===== src/oms_pkg.sv =====
`default_nettype none
// ----------------------------------------------------------------------------
// oms_pkg
// Shared types, widths, codes and pointer helpers for the odometry move
// sequencer.
// ----------------------------------------------------------------------------
package oms_pkg;

    localparam int QUEUE_DEPTH  = 16;
    localparam int PTR_W        = $clog2(2 * QUEUE_DEPTH);
    localparam int IDX_W        = (QUEUE_DEPTH > 1) ? $clog2(QUEUE_DEPTH) : 1;

    localparam int ITEM_Q_DEPTH = 4;
    localparam int IQ_IDX_W     = $clog2(ITEM_Q_DEPTH);
    localparam int IQ_CNT_W     = $clog2(ITEM_Q_DEPTH + 1);

    localparam int DIST_W       = 24;
    localparam int ANGLE_W      = 21;
    localparam int SPEED_W      = 15;
    localparam int CFG_SPEED_W  = 14;
    localparam int CFG_WORD_W   = 16;
    localparam int CFG_IDX_W    = 2;
    localparam int TRAVEL_W     = 32;
    localparam int IWB_W        = 16;
    localparam int IWB_FRAC     = 8;
    localparam int PRODUCT_W    = TRAVEL_W + IWB_W;
    localparam int HEADING_W    = PRODUCT_W - IWB_FRAC;
    localparam int STATUS_W     = 3;

    localparam logic [CFG_SPEED_W-1:0] DRIVE_SPEED_RST       = 14'd4915;
    localparam logic [CFG_SPEED_W-1:0] TURN_BIAS_RST         = 14'd3277;
    localparam logic [CFG_WORD_W-1:0]  TRAVEL_PER_TICK_RST   = 16'd393;
    localparam logic [IWB_W-1:0]       INVERSE_WHEELBASE_RST = 16'd2084;

    localparam logic [CFG_IDX_W-1:0] CFG_DRIVE_SPEED       = 2'd0;
    localparam logic [CFG_IDX_W-1:0] CFG_TURN_BIAS         = 2'd1;
    localparam logic [CFG_IDX_W-1:0] CFG_TRAVEL_PER_TICK   = 2'd2;
    localparam logic [CFG_IDX_W-1:0] CFG_INVERSE_WHEELBASE = 2'd3;

    typedef enum logic {
        OP_PUSH = 1'b0,
        OP_TICK = 1'b1
    } t_op;

    typedef enum logic [STATUS_W-1:0] {
        ST_TURN      = 3'd0,
        ST_DRIVE     = 3'd1,
        ST_DONE      = 3'd2,
        ST_EMPTY     = 3'd3,
        ST_PUSH_OK   = 3'd4,
        ST_PUSH_DROP = 3'd5
    } t_status;

    typedef enum logic [1:0] {
        S_IDLE,
        S_MUL,
        S_EXEC
    } t_back_state;

    typedef struct packed {
        logic [DIST_W-1:0]  distance;
        logic               angle_neg;
        logic [ANGLE_W-1:0] angle_mag;
    } t_cmd;

    typedef struct packed {
        t_op  op;
        t_cmd cmd;
    } t_item;

    function automatic logic [PTR_W-1:0] ptr_next(input logic [PTR_W-1:0] p);
        logic [PTR_W-1:0] res;
        if (p == PTR_W'(2 * QUEUE_DEPTH - 1)) begin
            res = '0;
        end else begin
            res = p + 1'b1;
        end
        return res;
    endfunction

    function automatic logic [IDX_W-1:0] ptr_slot(input logic [PTR_W-1:0] p);
        logic [PTR_W-1:0] res;
        if (p >= PTR_W'(QUEUE_DEPTH)) begin
            res = p - PTR_W'(QUEUE_DEPTH);
        end else begin
            res = p;
        end
        return res[IDX_W-1:0];
    endfunction

    function automatic logic [TRAVEL_W-1:0] sat_add(input logic [TRAVEL_W-1:0] a,
                                                    input logic [CFG_WORD_W-1:0] b);
        logic [TRAVEL_W:0] sum;
        sum = {1'b0, a} + {{(TRAVEL_W + 1 - CFG_WORD_W){1'b0}}, b};
        return sum[TRAVEL_W] ? {TRAVEL_W{1'b1}} : sum[TRAVEL_W-1:0];
    endfunction

endpackage
`default_nettype wire


===== src/oms_front.sv =====
`default_nettype none
// ----------------------------------------------------------------------------
// oms_front
// Accepts input transactions and classifies them: push or tick, with the
// target angle split into sign and magnitude for the back end.
// ----------------------------------------------------------------------------
module oms_front
    import oms_pkg::*;
(
    input  wire logic                      i_rst_n,
    input  wire logic                      i_in_valid,
    output logic                           o_in_stall,
    input  wire logic                      i_operation,
    input  wire logic [DIST_W-1:0]         i_target_distance,
    input  wire logic signed [ANGLE_W-1:0] i_target_angle,
    input  wire logic                      i_q_full,
    output logic                           o_q_push,
    output t_item                          o_q_item
);

    logic               angle_neg;
    logic [ANGLE_W-1:0] angle_mag;

    assign angle_neg = i_target_angle[ANGLE_W-1];
    assign angle_mag = angle_neg ? (~i_target_angle + 1'b1) : i_target_angle;

    assign o_in_stall = i_q_full || !i_rst_n;
    assign o_q_push   = i_in_valid && !o_in_stall;

    always_comb begin
        o_q_item.op            = t_op'(i_operation);
        o_q_item.cmd.distance  = i_target_distance;
        o_q_item.cmd.angle_neg = angle_neg;
        o_q_item.cmd.angle_mag = angle_mag;
    end

endmodule
`default_nettype wire


===== src/oms_item_queue.sv =====
`default_nettype none
// ----------------------------------------------------------------------------
// oms_item_queue
// Short queue of classified transactions between the front and back ends.
// ----------------------------------------------------------------------------
module oms_item_queue
    import oms_pkg::*;
(
    input  wire logic  i_clk,
    input  wire logic  i_rst_n,
    input  wire logic  i_push,
    input  t_item      i_item,
    output logic       o_full,
    output logic       o_valid,
    output t_item      o_item,
    input  wire logic  i_pop
);

    t_item               r_mem [ITEM_Q_DEPTH];
    logic [IQ_IDX_W-1:0] r_wr;
    logic [IQ_IDX_W-1:0] r_rd;
    logic [IQ_CNT_W-1:0] r_count;
    logic [IQ_IDX_W-1:0] n_wr;
    logic [IQ_IDX_W-1:0] n_rd;
    logic [IQ_CNT_W-1:0] n_count;
    logic                do_pop;

    assign o_full  = (r_count == IQ_CNT_W'(ITEM_Q_DEPTH));
    assign o_valid = (r_count != '0);
    assign o_item  = r_mem[r_rd];
    assign do_pop  = i_pop && o_valid;

    always_comb begin
        n_wr    = r_wr;
        n_rd    = r_rd;
        n_count = r_count;
        if (i_push) begin
            n_wr = (r_wr == IQ_IDX_W'(ITEM_Q_DEPTH - 1)) ? '0 : r_wr + 1'b1;
        end
        if (do_pop) begin
            n_rd = (r_rd == IQ_IDX_W'(ITEM_Q_DEPTH - 1)) ? '0 : r_rd + 1'b1;
        end
        if (i_push && !do_pop) begin
            n_count = r_count + 1'b1;
        end else if (!i_push && do_pop) begin
            n_count = r_count - 1'b1;
        end
    end

    always_ff @(posedge i_clk) begin
        if (!i_rst_n) begin
            r_wr    <= '0;
            r_rd    <= '0;
            r_count <= '0;
        end else begin
            r_wr    <= n_wr;
            r_rd    <= n_rd;
            r_count <= n_count;
        end
    end

    always_ff @(posedge i_clk) begin
        if (i_push) begin
            r_mem[r_wr] <= i_item;
        end
    end

endmodule
`default_nettype wire


===== src/oms_back.sv =====
`default_nettype none
// ----------------------------------------------------------------------------
// oms_back
// Carries out queued transactions: command queue, travel accumulators,
// heading multiply, speed selection and the output register.
// ----------------------------------------------------------------------------
module oms_back
    import oms_pkg::*;
(
    input  wire logic                   i_clk,
    input  wire logic                   i_rst_n,
    input  wire logic                   i_cfg_we,
    input  wire logic [CFG_IDX_W-1:0]   i_cfg_index,
    input  wire logic [CFG_WORD_W-1:0]  i_cfg_data,
    input  wire logic                   i_q_valid,
    input  t_item                       i_q_item,
    output logic                        o_q_pop,
    output logic                        o_out_valid,
    input  wire logic                   i_out_stall,
    output logic signed [SPEED_W-1:0]   o_left_wheel_speed,
    output logic signed [SPEED_W-1:0]   o_right_wheel_speed,
    output logic [STATUS_W-1:0]         o_status
);

    t_back_state r_state;
    t_back_state n_state;

    logic [CFG_SPEED_W-1:0] r_drive_speed;
    logic [CFG_SPEED_W-1:0] r_turn_bias;
    logic [CFG_WORD_W-1:0]  r_travel_per_tick;
    logic [IWB_W-1:0]       r_inverse_wheelbase;

    t_cmd                   r_cmd_mem [QUEUE_DEPTH];
    logic [PTR_W-1:0]       r_head;
    logic [PTR_W-1:0]       r_tail;
    logic [PTR_W-1:0]       n_head;
    logic [PTR_W-1:0]       n_tail;
    logic [TRAVEL_W-1:0]    r_left_travel;
    logic [TRAVEL_W-1:0]    r_right_travel;
    logic [TRAVEL_W-1:0]    n_left_travel;
    logic [TRAVEL_W-1:0]    n_right_travel;
    logic [SPEED_W-1:0]     r_left_speed;
    logic [SPEED_W-1:0]     r_right_speed;
    logic [SPEED_W-1:0]     n_left_speed;
    logic [SPEED_W-1:0]     n_right_speed;
    t_status                n_status;

    t_cmd                   r_cmd;
    logic [TRAVEL_W-1:0]    r_diff;
    logic [TRAVEL_W-1:0]    r_mean;
    logic [HEADING_W-1:0]   r_heading;

    logic                   r_out_valid;
    logic [SPEED_W-1:0]     r_out_left;
    logic [SPEED_W-1:0]     r_out_right;
    t_status                r_out_status;

    logic                   out_free;
    logic                   cmd_empty;
    logic                   cmd_full;
    logic                   pop;
    logic                   cap;
    logic                   apply;
    logic                   load;
    logic                   mem_we;
    logic                   turn;
    logic                   drive;
    logic [TRAVEL_W:0]      travel_sum;
    logic [PRODUCT_W-1:0]   product;
    logic [SPEED_W-1:0]     fast_sum;
    logic [SPEED_W-1:0]     fast;
    logic [SPEED_W-1:0]     neg_bias;
    logic [SPEED_W-1:0]     drive_speed;

    assign out_free  = !r_out_valid || !i_out_stall;
    assign cmd_empty = (r_head == r_tail);
    assign cmd_full  = (ptr_slot(r_head) == ptr_slot(r_tail)) && !cmd_empty;

    // config registers
    always_ff @(posedge i_clk) begin
        if (!i_rst_n) begin
            r_drive_speed       <= DRIVE_SPEED_RST;
            r_turn_bias         <= TURN_BIAS_RST;
            r_travel_per_tick   <= TRAVEL_PER_TICK_RST;
            r_inverse_wheelbase <= INVERSE_WHEELBASE_RST;
        end else if (i_cfg_we) begin
            case (i_cfg_index)
                CFG_DRIVE_SPEED:       r_drive_speed       <= i_cfg_data[CFG_SPEED_W-1:0];
                CFG_TURN_BIAS:         r_turn_bias         <= i_cfg_data[CFG_SPEED_W-1:0];
                CFG_TRAVEL_PER_TICK:   r_travel_per_tick   <= i_cfg_data;
                CFG_INVERSE_WHEELBASE: r_inverse_wheelbase <= i_cfg_data;
                default: ;
            endcase
        end
    end

    // next state
    always_comb begin
        n_state = r_state;
        case (r_state)
            S_IDLE: begin
                if (cap) begin
                    n_state = S_MUL;
                end
            end
            S_MUL: begin
                n_state = S_EXEC;
            end
            S_EXEC: begin
                if (out_free) begin
                    n_state = S_IDLE;
                end
            end
            default: n_state = S_IDLE;
        endcase
    end

    // sequencer outputs
    always_comb begin
        pop   = 1'b0;
        cap   = 1'b0;
        apply = 1'b0;
        load  = 1'b0;
        case (r_state)
            S_IDLE: begin
                if (i_q_valid && out_free) begin
                    pop = 1'b1;
                    if (i_q_item.op == OP_TICK && !cmd_empty) begin
                        cap = 1'b1;
                    end else begin
                        load = 1'b1;
                    end
                end
            end
            S_MUL: ;
            S_EXEC: begin
                if (out_free) begin
                    apply = 1'b1;
                    load  = 1'b1;
                end
            end
            default: ;
        endcase
    end

    assign o_q_pop = pop;

    // tick operands
    assign travel_sum = {1'b0, r_left_travel} + {1'b0, r_right_travel};
    assign product    = r_diff * r_inverse_wheelbase;

    assign drive_speed = {1'b0, r_drive_speed};
    assign fast_sum    = {1'b0, r_drive_speed} + {1'b0, r_turn_bias};
    assign fast        = fast_sum[SPEED_W-1] ? {1'b0, {CFG_SPEED_W{1'b1}}} : fast_sum;
    assign neg_bias    = ~{1'b0, r_turn_bias} + 1'b1;

    assign turn  = r_heading < {{(HEADING_W - ANGLE_W){1'b0}}, r_cmd.angle_mag};
    assign drive = r_mean < {{(TRAVEL_W - DIST_W){1'b0}}, r_cmd.distance};

    always_comb begin
        n_head         = r_head;
        n_tail         = r_tail;
        n_left_travel  = r_left_travel;
        n_right_travel = r_right_travel;
        n_left_speed   = r_left_speed;
        n_right_speed  = r_right_speed;
        n_status       = ST_EMPTY;
        mem_we         = 1'b0;
        if (pop && i_q_item.op == OP_PUSH) begin
            if (cmd_full) begin
                n_status = ST_PUSH_DROP;
            end else begin
                mem_we   = 1'b1;
                n_tail   = ptr_next(r_tail);
                n_status = ST_PUSH_OK;
            end
        end else if (pop && cmd_empty) begin
            n_left_speed  = '0;
            n_right_speed = '0;
            n_status      = ST_EMPTY;
        end
        if (apply) begin
            if (turn) begin
                n_status = ST_TURN;
                if (r_cmd.angle_neg) begin
                    n_left_speed   = neg_bias;
                    n_right_speed  = fast;
                    n_right_travel = sat_add(r_right_travel, r_travel_per_tick);
                end else begin
                    n_left_speed   = fast;
                    n_right_speed  = neg_bias;
                    n_left_travel  = sat_add(r_left_travel, r_travel_per_tick);
                end
            end else if (drive) begin
                n_status       = ST_DRIVE;
                n_left_speed   = drive_speed;
                n_right_speed  = drive_speed;
                n_left_travel  = sat_add(r_left_travel, r_travel_per_tick);
                n_right_travel = sat_add(r_right_travel, r_travel_per_tick);
            end else begin
                n_status       = ST_DONE;
                n_head         = ptr_next(r_head);
                n_left_travel  = '0;
                n_right_travel = '0;
            end
        end
    end

    always_ff @(posedge i_clk) begin
        if (!i_rst_n) begin
            r_state        <= S_IDLE;
            r_head         <= '0;
            r_tail         <= '0;
            r_left_travel  <= '0;
            r_right_travel <= '0;
            r_left_speed   <= '0;
            r_right_speed  <= '0;
            r_out_valid    <= 1'b0;
        end else begin
            r_state        <= n_state;
            r_head         <= n_head;
            r_tail         <= n_tail;
            r_left_travel  <= n_left_travel;
            r_right_travel <= n_right_travel;
            r_left_speed   <= n_left_speed;
            r_right_speed  <= n_right_speed;
            r_out_valid    <= load || (r_out_valid && i_out_stall);
        end
    end

    always_ff @(posedge i_clk) begin
        if (mem_we) begin
            r_cmd_mem[ptr_slot(r_tail)] <= i_q_item.cmd;
        end
        if (cap) begin
            r_cmd  <= r_cmd_mem[ptr_slot(r_head)];
            r_diff <= (r_right_travel >= r_left_travel) ? r_right_travel - r_left_travel
                                                        : r_left_travel - r_right_travel;
            r_mean <= travel_sum[TRAVEL_W:1];
        end
        if (r_state == S_MUL) begin
            r_heading <= product[PRODUCT_W-1:IWB_FRAC];
        end
        if (load) begin
            r_out_left   <= n_left_speed;
            r_out_right  <= n_right_speed;
            r_out_status <= n_status;
        end
    end

    assign o_out_valid         = r_out_valid;
    assign o_left_wheel_speed  = r_out_left;
    assign o_right_wheel_speed = r_out_right;
    assign o_status            = r_out_status;

`ifndef ASSERT_OFF
    a_exec_after_mul: assert property (@(posedge i_clk) disable iff (!i_rst_n)
        (r_state == S_EXEC) |-> ($past(r_state) == S_MUL || $past(r_state) == S_EXEC))
        else $error("execute stage entered without heading multiply");

    a_finish_clears: assert property (@(posedge i_clk) disable iff (!i_rst_n)
        (apply && !turn && !drive) |=> (r_left_travel == '0 && r_right_travel == '0))
        else $error("travel not cleared after command finished");

    a_head_moves: assert property (@(posedge i_clk) disable iff (!i_rst_n)
        ($past(i_rst_n) && r_head != $past(r_head)) |-> $past(r_head != r_tail))
        else $error("command popped from empty queue");

    a_no_overwrite: assert property (@(posedge i_clk) disable iff (!i_rst_n)
        (r_out_valid && i_out_stall) |=> (r_out_valid && $stable(r_out_status)))
        else $error("pending result overwritten");
`endif

endmodule
`default_nettype wire


===== src/odometry_move_sequencer.sv =====
`default_nettype none
// ----------------------------------------------------------------------------
// odometry_move_sequencer
// Queues move commands and runs them by dead reckoning on timer ticks.
//
// Input channel (i_in_valid / o_in_stall): operation 0 pushes a command of
// target distance and signed target angle, operation 1 is a timer tick.
// Output channel (o_out_valid / i_out_stall): one transaction per input
// transaction with left and right wheel speed and a status code.
// Config port: i_cfg_we, i_cfg_index, i_cfg_data; write only while idle.
//
// A push, or a tick with no command queued, passes the transaction queue
// and the output register; other ticks add operand capture, the 32x16
// heading multiply, then compare and update, holding off new items.
// A four-entry transaction queue sits between front and back end, so input
// keeps flowing while the back end works or the output is stalled, until full.
// Reset clears the command queue pointers, travel and held speeds and loads
// the default config; o_in_stall is high while reset is held. A stalled
// result stays in the output register; the back end waits behind it.
// ----------------------------------------------------------------------------
module odometry_move_sequencer
    import oms_pkg::*;
(
    input  wire logic                      i_clk,
    input  wire logic                      i_rst_n,
    input  wire logic                      i_in_valid,
    output logic                           o_in_stall,
    input  wire logic                      i_operation,
    input  wire logic [DIST_W-1:0]         i_target_distance,
    input  wire logic signed [ANGLE_W-1:0] i_target_angle,
    output logic                           o_out_valid,
    input  wire logic                      i_out_stall,
    output logic signed [SPEED_W-1:0]      o_left_wheel_speed,
    output logic signed [SPEED_W-1:0]      o_right_wheel_speed,
    output logic [STATUS_W-1:0]            o_status,
    input  wire logic                      i_cfg_we,
    input  wire logic [CFG_IDX_W-1:0]      i_cfg_index,
    input  wire logic [CFG_WORD_W-1:0]     i_cfg_data
);

    logic  q_full;
    logic  q_push;
    t_item q_in_item;
    logic  q_valid;
    t_item q_out_item;
    logic  q_pop;

    oms_front u_front (
        .i_rst_n           (i_rst_n),
        .i_in_valid        (i_in_valid),
        .o_in_stall        (o_in_stall),
        .i_operation       (i_operation),
        .i_target_distance (i_target_distance),
        .i_target_angle    (i_target_angle),
        .i_q_full          (q_full),
        .o_q_push          (q_push),
        .o_q_item          (q_in_item)
    );

    oms_item_queue u_queue (
        .i_clk   (i_clk),
        .i_rst_n (i_rst_n),
        .i_push  (q_push),
        .i_item  (q_in_item),
        .o_full  (q_full),
        .o_valid (q_valid),
        .o_item  (q_out_item),
        .i_pop   (q_pop)
    );

    oms_back u_back (
        .i_clk               (i_clk),
        .i_rst_n             (i_rst_n),
        .i_cfg_we            (i_cfg_we),
        .i_cfg_index         (i_cfg_index),
        .i_cfg_data          (i_cfg_data),
        .i_q_valid           (q_valid),
        .i_q_item            (q_out_item),
        .o_q_pop             (q_pop),
        .o_out_valid         (o_out_valid),
        .i_out_stall         (i_out_stall),
        .o_left_wheel_speed  (o_left_wheel_speed),
        .o_right_wheel_speed (o_right_wheel_speed),
        .o_status            (o_status)
    );

endmodule
`default_nettype wire

===== config.mk =====
export PLATFORM = sky130hd
export DESIGN_NAME = odometry_move_sequencer
export DESIGN_NICKNAME = d
export VERILOG_FILES = /design/src/oms_pkg.sv /design/src/oms_front.sv /design/src/oms_item_queue.sv /design/src/oms_back.sv /design/src/odometry_move_sequencer.sv
export SDC_FILE = /design/constraint.sdc
export NUM_CORES = 2
export LEC_CHECK = 0
export BUFFER_PORTS_ARGS = -buffer_cell sky130_fd_sc_hd__buf_2
export CAP_MARGIN = 20
export CORE_MARGIN = 5
export CORE_UTILIZATION = 45
export DETAILED_ROUTE_END_ITERATION = 7
export PLACE_DENSITY_LB_ADDON = 0.05
export SLEW_MARGIN = 20
export SYNTH_ARGS = -nofsm -noshare
export SYNTH_HDL_FRONTEND = slang
export SYNTH_SLANG_ARGS = --single-unit

===== constraint.sdc =====
create_clock -name i_clk -period 17.3 [get_ports i_clk]
set_input_delay 1.73 -clock i_clk [delete_from_list [all_inputs] [get_ports i_clk]]
set_output_delay 1.73 -clock i_clk [all_outputs]
set_load 0.01 [all_outputs]

==> flow_metrics.py <==
metrics = {
    "clocking": {
        "clock-root-buffer": "clkbuf_16",
        "clock_latency_ns": 0.79,
        "htree_levels": 4,
        "cts-resized-gates": 0,
        "postCtsHoldBufs": 0,
        "clockBufferDepth": 3,
        "cts_buffers": 145,
        "cts.sinks": 1283,
        "path_clk_slew_ns": 0.06,
        "tritoncts": "yes",
        "postCtsSetupBuffers": 0,
    },
    "placement": {
        "placedInstanceArea_um2": 74900,
        "io_buffers": 103,
        "post-place-ws_ns": 9.57,
        "dp.cells": 7518,
        "post-dp-hpwl_mm": 124,
        "place.gp.congestion": 0.840,
    },
    "critical_path": {
        "crit_family": "adder cells",
        "crit_type": "flop to flop",
        "crit_cells": 22,
        "crit_slowest_cell": "a2111oi_1",
        "path_buf_inv": 4,
        "path_common_cell": "fa_1",
        "cp_max_fo": 16,
        "regToRegSetupSlack_ns": 9.70,
        "reg2reg_depth": 22,
        "crit_chain": "and2_1 -> fa_1 -> inv_1 -> fa_1 -> inv_1 -> fa_1 -> inv_1 -> fa_1 -> inv_1 -> fa_1 -> fa_1 -> ha_1 -> and3_1 -> and3_1 -> a21boi_0 -> a21o_1 -> a2111oi_1 -> o2111ai_1 -> a31oi_1 -> a311oi_1 -> o21bai_1 -> xor2_1",
        "crit_path_end_kind": "flop",
        "startpoint_type": "flop",
        "cp.required_ns": 17.77,
        "cp.arrival_ns": 8.07,
        "slowest_delay_ns": 0.92,
    },
    "sta": {
        "max-slew-margin-rel_pct": 29.4,
        "rsz0062_at_grt": "no",
        "fin_crit_sh_pct": 43.9,
        "tns_ns": 0,
        "whs_ns": 0.467,
        "worst_slack_ns": 9.70,
        "hold_viol": 0,
        "finalSetupViolations": 0,
        "fin_crit_ns": 7.60,
        "max_freq_ghz": 0.132,
        "drv_slew": 0,
        "finalClockSkew_ns": 0.0735,
        "worst_pin_slew_ns": 1.06,
    },
    "power_and_ir_drop": {
        "power_density_nw_per_um2": 130,
        "vdd_drop_max_mv": 0.112,
        "p_leak_nw": 29.8,
    },
    "drt": {
        "drtAntennaViolNets": 0,
        "route.detailed.drc": 0,
        "drtIter0Drc": 3386,
        "wire_per_inst_um": 23.9,
        "drt_wl_total_mm": 186,
        "num_vias": 43500,
        "viasPerCell": 5.59,
        "dr.pass1.iters": 5,
    },
    "synth": {
        "synth_top_flop_cell": "edfxtp_1",
        "ys_seq_elements": 1283,
        "ys_types": 87,
        "ys_top_cells_by_area": "edfxtp_1 46%, fa_1 12%, mux4_2 8.7%, ha_1 5.5%, dfxtp_1 4.9%",
        "async_flop_share_pct": 0,
        "netlist_top_cells_count": "1107 x edfxtp_1, 611 x nand2_1, 601 x inv_1",
        "syn_area_per_cell_um2": 13.0,
        "synth_nets": 6334,
        "synth_cells": 5525,
        "yosysMostFrequentCell": "edfxtp_1",
        "synth_area_um2": 72100,
        "synth_top_area_share_pct": 46.1,
        "yosysWarnings": 0,
        "synth-edff-count": 1107,
        "synth_largest_area_cell": "edfxtp_1",
        "synth-seq-area-share_pct": 51.0,
    },
    "job": {
        "drv_cap": 0,
    },
    "floorplan": {
        "row_count": 146,
        "die_w_um": 410,
        "core_um2": 159000,
        "start_util_pct": 45.4,
        "die-area_um2": 168000,
        "ios": 104,
        "fp.dieH_um": 410,
    },
    "global_routing": {
        "grt_max_degree": 105,
        "antenna_found_initial": 7,
        "grt_first_pass_wirelength_mm": 284,
        "grt_pass1_vias": 44900,
        "grt_overflow_total": 0,
        "globalRouteTotalUtil_pct": 22.2,
    },
    "min_path": {
        "whs_path_depth": 2,
        "worstHoldPathType": "flop to flop",
    },
    "cells_and_area": {
        "finalNonFillerCells": 7783,
        "syn_to_final_growth_pct": 10.5,
        "finalInstanceArea_um2": 79700,
        "drive_gt1_share_pct": 12.7,
        "num_antenna_cells": 0,
        "fin_nets": 6402,
    },
    "status": {
        "status": "complete, no violations",
    },
}
## through the flow
stage	total power [W]	utilization, %
after floorplan	0.00635	-
after global placement	0.00737	47.2
after detailed placement	0.00737	47.2
after CTS	0.0105	50.2
after global routing	0.0110	50.2
final	0.0103	50.2
## cell type report
class / instances / area (um2)
clock inverters: 83 / 907
inverters: 606 / 2270
flip-flops and latches: 1283 / 36800
well taps: 2072 / 2590
repair buffers: 175 / 1070
clock buffers: 182 / 3820
fillers: 13700 / 79100
multi-input cells: 3382 / 32200
## per-layer routing
metal / part of all wire [%] / track usage (%)
met1: 46 / 32.5
met2: 46 / 35.4
met3: 5.1 / 3.15
met4: 2.4 / 5.37
met5: 0 / 0
## logic make-up (layout without fill, tap and decap cells)
group / count (synthesis) / count (layout) / share of synthesized area, %
buffers and inverters: 860 / 1046 / 4.54
adders and majority gates: 740 / 740 / 17.3
and+or+nand+nor: 1374 / 1374 / 8.97
xor gates and xnor gates: 168 / 168 / 2.04
DFF: 1283 / 1283 / 51.0
AOI/OAI and AO/OA: 803 / 803 / 7.23
muxes: 297 / 297 / 8.94
## power by group
part / leakage [nW] / switching (W) / internal, W
Combinational: 16.0 / 0.00199 / 0.00121
Sequential: 11.5 / 0.000126 / 0.00399
Clock: 2.31 / 0.00129 / 0.00172
Total: 29.8 / 0.00342 / 0.00692
## worst min-delay path: stages, from the launching register on
cell     delay, ns
dfxtp_1       0.31
inv_1         0.04
o21ai_0       0.07
## path summary, 6_finish.rpt
path / startpoint / endpoint
setup / recovery: u_back.r_diff[7] / u_back.r_heading[38]
hold / removal: u_back.r_left_speed[8] / u_back.r_left_speed[8]
setup reg to reg: u_back.r_diff[7] / u_back.r_heading[38]
hold reg to reg: u_back.r_left_speed[8] / u_back.r_left_speed[8]
## registers in the layout (all words and copies together), names as in the netlist, 32 cells and up, named ones only
register and flops:
u_back.r_cmd 46, u_back.r_right_travel 32, u_queue.r_mem 188, u_back.r_diff 32, u_back.r_mean 32, u_back.r_cmd_mem 736, u_back.r_heading 40, u_back.r_left_travel 32
## placed cells by master, fill, tap and decap left out, types with 17 or more instances in the layout
cell type  synthesis  routed
clkinv_2           0      32
buf_2              7     103
o31ai_1           23      22
o21ai_0          150     148
clkinv_1           3      28
o211ai_1          26      26
o22ai_1           27      27
nor2b_1           29      28
dfxtp_1          176     169
fa_1             424     424
clkbuf_16          0     146
xor2_1            49      49
a31oi_1           28      28
nor3_1            65      60
a21oi_1          242     240
and2_1           224     220
clkbuf_1         210      33
inv_1            601     601
nand3_1           72      72
nor2_1           206     193
mux4_2           277     277
and3_1            22      22
o21bai_1          33      33
xnor2_1          119     119
nand2b_1          35      35
a211oi_1          21      20
nand4_1           26      26
mux2i_1           17      17
edfxtp_1        1107    1107
buf_4              3      71
o21a_1            30      30
a21o_1            72      72
nand2_1          611     611
ha_1             316     316
No activity file was read; power rests on OpenSTA's default activity.
